## config.mk

```make
export PLATFORM = sky130hd
export DESIGN_NAME = ddo_ctrl
export DESIGN_NICKNAME = d
export VERILOG_FILES = /design/src/rtl/assert_macros.svh /design/src/rtl/ddo_pkg.sv /design/src/rtl/ddo_ctrl.sv
export SDC_FILE = /design/constraint.sdc
export NUM_CORES = 1
export LEC_CHECK = 0
export ABC_AREA = 1
export ABC_CLOCK_PERIOD_IN_PS = 1600
export BUFFER_PORTS_ARGS = -buffer_cell sky130_fd_sc_hd__buf_2
export CAP_MARGIN = 10
export CORE_MARGIN = 4
export CORE_UTILIZATION = 45
export CTS_CLUSTER_SIZE = 14
export DETAILED_ROUTE_END_ITERATION = 10
export SETUP_SLACK_MARGIN = 0.4
export SLEW_MARGIN = 20
export SYNTH_ARGS = -nofsm -noshare
export SYNTH_HDL_FRONTEND = slang
export SYNTH_SLANG_ARGS = --single-unit
```

## constraint.sdc

```tcl
create_clock -name clock -period 1.6 [get_ports clock]
set_input_delay 0.32 -clock clock [delete_from_list [all_inputs] [get_ports clock]]
set_output_delay 0.32 -clock clock [all_outputs]
set_load 0.02 [all_outputs]
```

## src/rtl/assert_macros.svh

```systemverilog
// Assertion macros shared by the checking code of the odometry block.
// Depends on nothing; include with the bare file name.
`ifndef ASSERT_MACROS_SVH
`define ASSERT_MACROS_SVH
// Same-cycle implication, disabled during reset.
`define ASSERT_IMPLY(lbl, clk, rst, ante, cons, msg) \
   lbl: assert property (@(posedge clk) disable iff (rst) (ante) |-> (cons)) else $error(msg);
// Next-cycle implication, disabled during reset.
`define ASSERT_NEXT(lbl, clk, rst, ante, cons, msg) \
   lbl: assert property (@(posedge clk) disable iff (rst) (ante) |=> (cons)) else $error(msg);
`endif

```

## src/rtl/ddo_pkg.sv

```systemverilog
// Package of the differential-drive odometry block: widths, register codes,
// datapath commands and the CORDIC arctangent table. Depends on nothing.
`timescale 1ns / 1ps
package ddo_pkg;
   localparam int CORDIC_STEPS_DEF = 16;
   localparam int FRAC_BITS_DEF = 16;
   localparam int CSR_IDX_W = 2;
   localparam logic [CSR_IDX_W-1:0] CSR_LEFT = 2'd0;
   localparam logic [CSR_IDX_W-1:0] CSR_RIGHT = 2'd1;
   localparam logic [CSR_IDX_W-1:0] CSR_TURN = 2'd2;
   localparam logic [31:0] CSR_RESET_VAL = 32'd65536;
   // CORDIC start vector, gain-compensated, Q4.30
   localparam logic signed [33:0] CORDIC_X0 = 34'sd652032874;

   typedef enum logic [3:0] {
      OP_NONE, OP_LOAD, OP_DIST_A, OP_DIST_B, OP_PREP, OP_ROT, OP_FIX,
      OP_X_LO, OP_X_HI, OP_X_ADD, OP_Y_LO, OP_Y_HI, OP_Y_ADD,
      OP_H_LO, OP_H_HI, OP_H_ADD
   } op_type;

   typedef struct packed {
      op_type op;
      logic   load_out;
   } cmd_type;

   typedef struct packed {
      logic rot_last;
   } status_type;

   function automatic logic [31:0] atan_lookup(input logic [4:0] i);
      logic [31:0] v;
      case (i)
         5'd0: v = 32'h20000000;  5'd1: v = 32'h12E4051E;
         5'd2: v = 32'h09FB385B;  5'd3: v = 32'h051111D4;
         5'd4: v = 32'h028B0D43;  5'd5: v = 32'h0145D7E1;
         5'd6: v = 32'h00A2F61E;  5'd7: v = 32'h00517C55;
         5'd8: v = 32'h0028BE53;  5'd9: v = 32'h00145F2F;
         5'd10: v = 32'h000A2F98; 5'd11: v = 32'h000517CC;
         5'd12: v = 32'h00028BE6; 5'd13: v = 32'h000145F3;
         5'd14: v = 32'h0000A2FA; 5'd15: v = 32'h0000517D;
         5'd16: v = 32'h000028BE; 5'd17: v = 32'h0000145F;
         5'd18: v = 32'h00000A30; 5'd19: v = 32'h00000518;
         5'd20: v = 32'h0000028C; 5'd21: v = 32'h00000146;
         5'd22: v = 32'h000000A3; 5'd23: v = 32'h00000051;
         5'd24: v = 32'h00000029; 5'd25: v = 32'h00000014;
         5'd26: v = 32'h0000000A; 5'd27: v = 32'h00000005;
         5'd28: v = 32'h00000003; 5'd29: v = 32'h00000001;
         5'd30: v = 32'h00000001;
         default: v = 32'h00000000;
      endcase
      return v;
   endfunction
endpackage

```

## src/rtl/ddo_ctrl.sv

```systemverilog
// Sequencer of the odometry block: steps the datapath through one sample.
// Depends on ddo_pkg for command and status types.
`timescale 1ns / 1ps
module ddo_ctrl (
   input  logic                clock,
   input  logic                reset,
   input  logic                req_valid,
   output logic                req_ready,
   output logic                rsp_valid,
   input  logic                rsp_ready,
   input  ddo_pkg::status_type status,
   output ddo_pkg::cmd_type    cmd
);
   typedef enum logic [15:0] {
      ST_IDLE = 16'h0001, ST_DA = 16'h0002, ST_DB = 16'h0004, ST_PREP = 16'h0008,
      ST_ROT = 16'h0010, ST_FIX = 16'h0020, ST_XLO = 16'h0040, ST_XHI = 16'h0080,
      ST_XADD = 16'h0100, ST_YLO = 16'h0200, ST_YHI = 16'h0400, ST_YADD = 16'h0800,
      ST_HLO = 16'h1000, ST_HHI = 16'h2000, ST_HADD = 16'h4000, ST_OUT = 16'h8000
   } state_type;

   state_type state_ff, state_in;
   logic      rsp_valid_ff, rsp_valid_in;
   logic      out_free;

   assign out_free  = !rsp_valid_ff || rsp_ready;
   assign req_ready = (state_ff == ST_IDLE);
   assign rsp_valid = rsp_valid_ff;

   // Pick the command and the next state
   always_comb begin
      state_in     = state_ff;
      cmd.op       = ddo_pkg::OP_NONE;
      cmd.load_out = 1'b0;
      case (state_ff)
         ST_IDLE: begin
            if (req_valid) begin
               cmd.op   = ddo_pkg::OP_LOAD;
               state_in = ST_DA;
            end
         end
         ST_DA:   begin cmd.op = ddo_pkg::OP_DIST_A; state_in = ST_DB;   end
         ST_DB:   begin cmd.op = ddo_pkg::OP_DIST_B; state_in = ST_PREP; end
         ST_PREP: begin cmd.op = ddo_pkg::OP_PREP;   state_in = ST_ROT;  end
         ST_ROT: begin
            cmd.op = ddo_pkg::OP_ROT;
            if (status.rot_last) state_in = ST_FIX;
         end
         ST_FIX:  begin cmd.op = ddo_pkg::OP_FIX;   state_in = ST_XLO;  end
         ST_XLO:  begin cmd.op = ddo_pkg::OP_X_LO;  state_in = ST_XHI;  end
         ST_XHI:  begin cmd.op = ddo_pkg::OP_X_HI;  state_in = ST_XADD; end
         ST_XADD: begin cmd.op = ddo_pkg::OP_X_ADD; state_in = ST_YLO;  end
         ST_YLO:  begin cmd.op = ddo_pkg::OP_Y_LO;  state_in = ST_YHI;  end
         ST_YHI:  begin cmd.op = ddo_pkg::OP_Y_HI;  state_in = ST_YADD; end
         ST_YADD: begin cmd.op = ddo_pkg::OP_Y_ADD; state_in = ST_HLO;  end
         ST_HLO:  begin cmd.op = ddo_pkg::OP_H_LO;  state_in = ST_HHI;  end
         ST_HHI:  begin cmd.op = ddo_pkg::OP_H_HI;  state_in = ST_HADD; end
         ST_HADD: begin cmd.op = ddo_pkg::OP_H_ADD; state_in = ST_OUT;  end
         ST_OUT: begin
            if (out_free) begin
               cmd.load_out = 1'b1;
               state_in     = ST_IDLE;
            end
         end
         default: state_in = ST_IDLE;
      endcase
   end

   // Hold the result beat until it is taken
   always_comb begin
      rsp_valid_in = rsp_valid_ff;
      if (rsp_ready) rsp_valid_in = 1'b0;
      if (cmd.load_out) rsp_valid_in = 1'b1;
   end

   always_ff @(posedge clock) begin
      if (reset) begin
         state_ff     <= ST_IDLE;
         rsp_valid_ff <= 1'b0;
      end else begin
         state_ff     <= state_in;
         rsp_valid_ff <= rsp_valid_in;
      end
   end
endmodule

```

# After elaboration in Yosys (flattened, before gate mapping)
# Index checks and enable logic that the tools add are counted.
[totals]
ff_bits = 17
in_bits = 5
output_inout_bits = 7
wordCells = 35
[op_classes]
n_eq_ne = 19
mux = 10
reduce_logical = 4
[ops]
columns = ["cell", "count"]
rows = [
  ["case mux 16 bit (16 select lines)", 1],
  ["case mux 4 bit (15 select lines)", 1],
  ["2-to-1 mux 16 bit", 3],
  ["== test 16 x 1 -> 1 bit, second input constant", 1],
  ["== test 16 x 10 -> 1 bit, second input constant", 1],
  ["== test 16 x 11 -> 1 bit, second input constant", 1],
  ["== test 16 x 12 -> 1 bit, second input constant", 1],
  ["== test 16 x 13 -> 1 bit, second input constant", 1],
  ["== test 16 x 14 -> 1 bit, second input constant", 1],
  ["== test 16 x 15 -> 1 bit, second input constant", 1],
  ["== test 16 bit, second input constant", 1],
  ["== test 16 x 2 -> 1 bit, second input constant", 1],
  ["== test 16 x 3 -> 1 bit, second input constant", 1],
  ["== test 16 x 4 -> 1 bit, second input constant", 1],
  ["== test 16 x 5 -> 1 bit, second input constant", 1],
  ["== test 16 x 6 -> 1 bit, second input constant", 1],
  ["== test 16 x 7 -> 1 bit, second input constant", 1],
  ["== test 16 x 8 -> 1 bit, second input constant", 1],
  ["== test 16 x 9 -> 1 bit, second input constant", 1],
  ["!= test 2 bit, second input constant", 3],
  ["2-to-1 mux 1 bit", 5],
  ["AND reduction 3 bit", 1],
  ["nonzero test 2 bit", 1],
  ["zero test 1 bit", 1],
  ["logical OR 1 bit", 1],
]

# Longest topological paths before layout
# Gate-level depths: netlist of the first run.
[depth]
depth_word = 5
mapped_depth = 11
mapped_depth_nobuf = 11

# Worst setup path after synthesis of the first run
# No wires, ideal clock.
[synth_timing]
kind = "register to output"
start = "register state_ff[8]"
end = "output port cmd[1] (netlist name)"
t_arrival_ps = 1304
required_ps = 1280
setup_slack_ps = -24
path_stages_with_launch = 10
cell_sequence = "dfxtp_1 -> nor2_4 -> nand2_4 -> nor2_4 -> buf_6 -> nand2_8 -> inv_2 -> nand2_2 -> nand4_1 -> or2_1"
[synth_rtl]
columns = ["item", "line_no", "rtl"]
rows = [
  ["from (decl)", "ddo_ctrl.sv:21", "state_type state_ff, state_in;"],
  ["from (signal assigned)", "ddo_ctrl.sv:80", "state_ff <= state_in;"],
  ["to (decl)", "ddo_ctrl.sv:12", "output ddo_pkg::cmd_type cmd"],
]

==> flow_metrics.env, run 1 <==
export IMPL_status="finished, violations left"
export IMPL_violations="negative setup slack"
export IMPL_clockBufferDepth=2
export IMPL_synth_area_leaders="dfxtp_1, nor2_1, nand2_1, nor3_2, nor2_4"
export IMPL_dpl_hpwl_um=1978
export IMPL_syn_instance_count=153
export IMPL_clkSlewWorstSetupHoldPaths_ns=0.11
export IMPL_synth_cell_types=24
export IMPL_top_layer="met4"
export IMPL_grt_overflow=0
export IMPL_synth_nets=158
export IMPL_p_switching_uw=299.9
export IMPL_antenna_found_initial=0
export IMPL_ir_drop_mv=0.6104
export IMPL_wl_per_cell_um=13.05
export IMPL_fin_crit_sh_pct=122.0
export IMPL_fmax_mhz=512.2
export IMPL_via_count=1128
export IMPL_synth_area_leader_cell="dfxtp_1"
export IMPL_vias_per_cell=4.883
export IMPL_p_leak_uw=0.0007864
export IMPL_crit_path_max_fanout=11
export IMPL_grt_max_degree=18
export IMPL_finalCriticalPeriod_ns=1.952
export IMPL_grt_use_total_pct=19.12
export IMPL_start_util_pct=48.87
export IMPL_yosys_warnings=0
export IMPL_drtIter0Drc=34
export IMPL_ant_nets=0
export IMPL_setup_violations=17
export IMPL_m1WireLength_um=1318
export IMPL_switching_share_pct=31.93
export IMPL_cts_sinks=17
export IMPL_synth_top_cell_area_share_pct=30.60
export IMPL_maxCapViolations=0
export IMPL_setup_ws_ns=-0.3525
export IMPL_hold_class="in2reg"
export IMPL_crit_required_ns=1.28
export IMPL_combPwrFrac_pct=27.5
export IMPL_placed_cells=208
export IMPL_num_antenna_cells=0
export IMPL_synthTopCellsByCount="nor2_1, nand2_1, dfxtp_1, nand3_1, inv_1"
export IMPL_die_area_mm2=0.003331
export IMPL_place_gp_congestion=0.7845
export IMPL_hold_violations=0
export IMPL_clk_root_buffer_cell="clkbuf_4"
export IMPL_synth_avg_cell_area_um2=7.270
export IMPL_arrival_ns=1.63
export IMPL_ys_seq_area_share_pct=30.60
export IMPL_intPower_uw=639.3
export IMPL_powerDensity_mw_per_mm2=537.0
export IMPL_tightest_slew_ns=0.4526
export IMPL_cts_buffers=3
export IMPL_ys_flop_type="dfxtp_1"
export IMPL_grt_pass1_vias=1082
export IMPL_ys_ff_latch=17
export IMPL_finClkSkew_ns=0.005728
export IMPL_drive_gt1_share_pct=64.53
export IMPL_syn_cell_area_mm2=0.001112
export IMPL_ios=12
export IMPL_core_mm2=0.002276
export IMPL_wl_met3_um=84
export IMPL_met2_length_um=1516
export IMPL_dieWidth_um=57.72
export IMPL_first_pass_iters=4
export IMPL_synth_edf_count=0
export IMPL_cp_start_kind="register"
export IMPL_grt_first_pass_wirelength_um=4899
export IMPL_path_class="reg2out"
export IMPL_cts_tree="built"
export IMPL_slew_headroom_pct=69.82
export IMPL_htreeDepth=1
export IMPL_fin_cells=231
export IMPL_cp_end_kind="output pin"
export IMPL_portBuffers=11
export IMPL_ctsHoldBuffers=0
export IMPL_power_frac_clock_pct=26.1
export IMPL_postSynth_asyncResetShare_pct=0
export IMPL_drv_slew=0
export IMPL_yosys_cell_count_top_type="nor2_1"
export IMPL_synthToLayoutAreaGrowth_pct=57.26
export IMPL_seqPwrFrac_pct=46.4
export IMPL_rsz0062_at_grt="true"
export IMPL_postPlaceCellArea_mm2=0.001391
export IMPL_row_count=17
export IMPL_routed_wl_um=3015
export IMPL_nets=209
export IMPL_die_height_um=57.72
export IMPL_finalInstanceArea_mm2=0.001749
export IMPL_drc=0
export IMPL_clkLatencyLatePin_ns=0.30
[final timing paths]
path,from,to,slack (ns),cells after the start
worst min register to register,rsp_valid,rsp_valid,0.66,4
worst min-delay path,req_valid,state_ff[1],0.30,3
worst max-delay path,state_ff[10],cmd[1],-0.35,10
worst max register to register,state_ff[4],state_ff[0],-0.18,14
[per-layer routing]
| layer | vias to the layer above | global-route usage, % |
|---|---|---|
| li1 | 583 | - |
| met1 | 509 | 23.96 |
| met2 | 23 | 32.58 |
| met3 | 13 | 3.118 |
| met4 | 0 | 7.285 |
| met5 | - | 0 |
[flip-flops by register name, summed over array words and instances, names as in the netlist]
register   count
state_ff      16
rsp_valid      1
[power groups by stage]
stage               Clock, µW  Combinational [µW]  Sequential [µW]
floorplan                   0                 145              444
global placement            0                 190              445
detailed placement          0                 191              445
CTS                       249                 229              436
global route              272                 276              437
finish                    245                 258              436
[worst max-delay path, stage by stage, from the launching register on]
cell	delay (ns)
dfxtp_2	0.36
nor2_4	0.05
nand2_4	0.10
nor2_4	0.05
buf_12	0.14
nand2_8	0.07
clkinv_8	0.05
nand2_2	0.05
nand4_1	0.07
or2_4	0.26
buf_6	0.13
[placed cells by master, fill, tap and decap left out, types with 4 or more instances in the layout]
cell type	synthesis	final
buf_2	1	5
inv_1	11	10
nand2_2	3	6
nor3_2	9	9
dfxtp_2	0	16
nand2_1	28	23
nand3_1	12	10
nor2_4	8	16
nor2_1	32	23
buf_6	2	11
buf_4	1	31
o21ai_2	1	4
nand2_4	3	5
nor2_2	6	7
[kinds of logic (layout without fill, tap and decap cells)]
kind of cell           after synthesis  after routing  share of synthesized area (%)
AOI/OAI and AO/OA                    9              9                          4.386
buffers and inverters               19             69                          8.661
DFF                                 17             17                          30.60
and+or+nand+nor                    108            108                          56.36
[final cells by class]
type                            count  area [µm²]
Tap cell                           28       35.03
Inverter                           14       70.07
Timing Repair inverter              1       6.256
Fill cell                         178       526.8
Clock inverter                      1       5.005
Clock buffer                        3       22.52
Sequential cell                    17       360.3
Timing Repair Buffer               50       436.7
Multi-Input combinational cell    117       813.3
[timing repair]
action / CTS / global route
gates resized for setup: 43 / 14
buffers inserted: 15 / 3
pin swaps: 15 / 5
endpoints found under the hold margin: 0 / 0
setup endpoints to repair: 21 / 22
cloned: 1 / 0
[stage by stage]
| stage | power, µW | setup TNS, ns | hold WS [ns] | worst slack, ns | util (%) |
|---|---|---|---|---|---|
| after floorplan | 589.1 | 0 | 0.4466 | 0.1030 | - |
| after global placement | 634.7 | -0.3839 | 0.5740 | -0.05230 | 61.13 |
| after detailed placement | 635.6 | -0.9244 | 0.5910 | -0.08914 | 61.13 |
| after CTS | 914.4 | -1.775 | 0.2986 | -0.3189 | 73.78 |
| after global routing | 984.8 | -4.180 | 0.3012 | -0.4577 | 76.86 |
| final | 939.3 | -2.666 | 0.3015 | -0.3525 | 76.86 |
(Power assumes the default switching activity.)
==> inputs of run 2 (changes only) <==
==> constraint.sdc (replaced) <==
create_clock -name clock -period 1.6 [get_ports clock]
set_input_delay 0.4 -clock clock [delete_from_list [all_inputs] [get_ports clock]]
set_output_delay 0.4 -clock clock [all_outputs]
set_load 0.02 [all_outputs]
==> run 2 against run 1 <==
Compared with the run above:
- the flow still finishes with violations (negative setup slack)
- largest power group unchanged
- setup slack lost 0.027 ns
- sequential share of layout area grew 0.74 points
- first-iteration DRC count is the same
- hold slack gained 0.094 ns
- clock skew grew 0.0018 ns
- combinational power shrank 7%
- count of clock-buffer cells in the layout grew 1
- highest routed layer unchanged
- clock power shrank 5%
- sequential power is essentially flat
- critical endpoint unchanged
- critical path depth shrank 2
- maximum frequency shrank 1.4%
==> flow_metrics.env, run 2 (synthesis gave the netlist of run 1 again) <==
export IMPL_antenna_found_initial=0
export IMPL_violations="negative setup slack"
export IMPL_largest_register="state_ff"
export IMPL_final_cell_mix="buf_4, nor2_1, nand2_1"
export IMPL_die_area_mm2=0.003331
export IMPL_clkLatencyLatePin_ns=0.29
export IMPL_num_fill_cells=180
export IMPL_drc=0
export IMPL_dpl_hpwl_um=1902
export IMPL_tightest_slew_ns=0.4045
export IMPL_setup_violations=15
export IMPL_placed_cells=217
export IMPL_p_leak_uw=0.0007673
export IMPL_portBuffers=11
export IMPL_tns_ns=-2.017
export IMPL_crit_top_cell="buf_6"
export IMPL_crit_required_ns=1.20
export IMPL_num_antenna_cells=0
export IMPL_hold_violations=0
export IMPL_crit_path_max_fanout=4
export IMPL_fin_cells=230
export IMPL_grt_use_total_pct=17.16
export IMPL_largest_register_ffs=16
export IMPL_clkSlewWorstSetupHoldPaths_ns=0.10
export IMPL_die_height_um=57.72
export IMPL_fin_crit_sh_pct=123.7
export IMPL_fmax_mhz=505.1
export IMPL_via_count=1104
export IMPL_path_cells="nor2_4 > nand2_4 > buf_6 > nor2_2 > o21ai_1 > nand2_1 > or2_4 > buf_6"
export IMPL_htreeDepth=1
export IMPL_ctsHoldBuffers=0
export IMPL_core_mm2=0.002276
export IMPL_ant_nets=0
export IMPL_path_class="reg2out"
export IMPL_slew_headroom_pct=73.03
export IMPL_setup_ws_ns=-0.3799
export IMPL_grt_first_pass_wirelength_um=4443
export IMPL_finalCriticalPeriod_ns=1.980
export IMPL_slowest_stage="dfxtp_2"
export IMPL_wl_per_cell_um=11.30
export IMPL_synthToLayoutAreaGrowth_pct=52.31
export IMPL_drv_slew=0
export IMPL_grt_overflow=0
export IMPL_grt_max_degree=18
export IMPL_maxCapViolations=0
export IMPL_grt_pass1_vias=1016
export IMPL_cts_sinks=17
export IMPL_ir_drop_mv=0.4666
export IMPL_clk_root_buffer_cell="clkbuf_4"
export IMPL_drtIter0Drc=34
export IMPL_vias_per_cell=4.800
export IMPL_cts_buffers=3
export IMPL_cts_tree="built"
export IMPL_finish_utilization_pct=74.44
export IMPL_mostFrequentLayoutCell="buf_4"
export IMPL_clockBufferDepth=2
export IMPL_powerDensity_mw_per_mm2=535.7
export IMPL_crit_path_max_incr_delay_ns=0.35
export IMPL_cp_start_kind="register"
export IMPL_start_util_pct=48.87
export IMPL_dieWidth_um=57.72
export IMPL_ios=12
export IMPL_rsz0062_at_grt="true"
export IMPL_nets=208
export IMPL_cp_end_kind="output pin"
export IMPL_finalInstanceArea_mm2=0.001694
export IMPL_arrival_ns=1.58
export IMPL_first_pass_iters=4
export IMPL_place_gp_congestion=0.8638
export IMPL_hold_class="in2reg"
export IMPL_fin_hold_ws_ns=0.3952
export IMPL_routed_wl_um=2598
export IMPL_finClkSkew_ns=0.007546
export IMPL_postPlaceCellArea_mm2=0.001446
export IMPL_row_count=17
export IMPL_status="finished, violations left"
export IMPL_drive_gt1_share_pct=61.39
## run 2: final cells by class
class	count	area, µm²	share of cell area, %
Inverter	14	65.06	3.840
Clock buffer	4	26.28	1.551
Multi-Input combinational cell	117	788.3	46.53
Timing Repair inverter	1	6.256	0.3693
Tap cell	28	35.03	2.068
Sequential cell	17	361.6	21.34
Timing Repair Buffer	49	411.6	24.30
## run 2: timing repair
| item | 4_1_cts | 5_1_grt |
|---|---|---|
| cloned | 1 | 0 |
| buffers inserted | 6 | 2 |
| pin swaps | 11 | 10 |
| resized for setup | 25 | 22 |
| endpoints found under the setup margin | 22 | 23 |
## run 2: final timing paths
path	slack, ns	cells past startpoint	startpoint	end
max	-0.38	8	state_ff[14]	cmd[1]
max reg2reg	-0.01	10	state_ff[2]	state_ff[12]
min reg2reg	0.65	4	rsp_valid	rsp_valid
min	0.40	3	req_valid	state_ff[1]
## run 2: per-layer routing
layer | GRT usage [%] | wire length, µm | up-vias
li1 | - | - | 575
met1 | 22.68 | 1170 | 504
met2 | 28.55 | 1301 | 20
met3 | 2.227 | 86 | 5
met4 | 5.960 | 39 | 0
met5 | 0 | 0 | -
## run 2: per-stage QoR
step,setup WS (ns),power [µW]
floorplan,0.02302,589.1
global placement,-0.1257,635.7
detailed placement,-0.1709,639.0
CTS,-0.3879,899.0
global route,-0.4915,954.8
finish,-0.3799,907.6
## run 2: critical path: cells and delay by family, from the launching register on
kind | cells | cell delay [ns]
DFF | 1 | 0.35
buffers and inverters | 2 | 0.23
and+or+nand+nor | 5 | 0.60
AOI/OAI and AO/OA | 1 | 0.08
## run 2: power by group
| group | internal [µW] | switching [µW] | total (µW) |
|---|---|---|---|
| clock network | 97.0 | 135 | 232 |
| logic | 104 | 136 | 239 |
| registers | 430 | 6.38 | 436 |
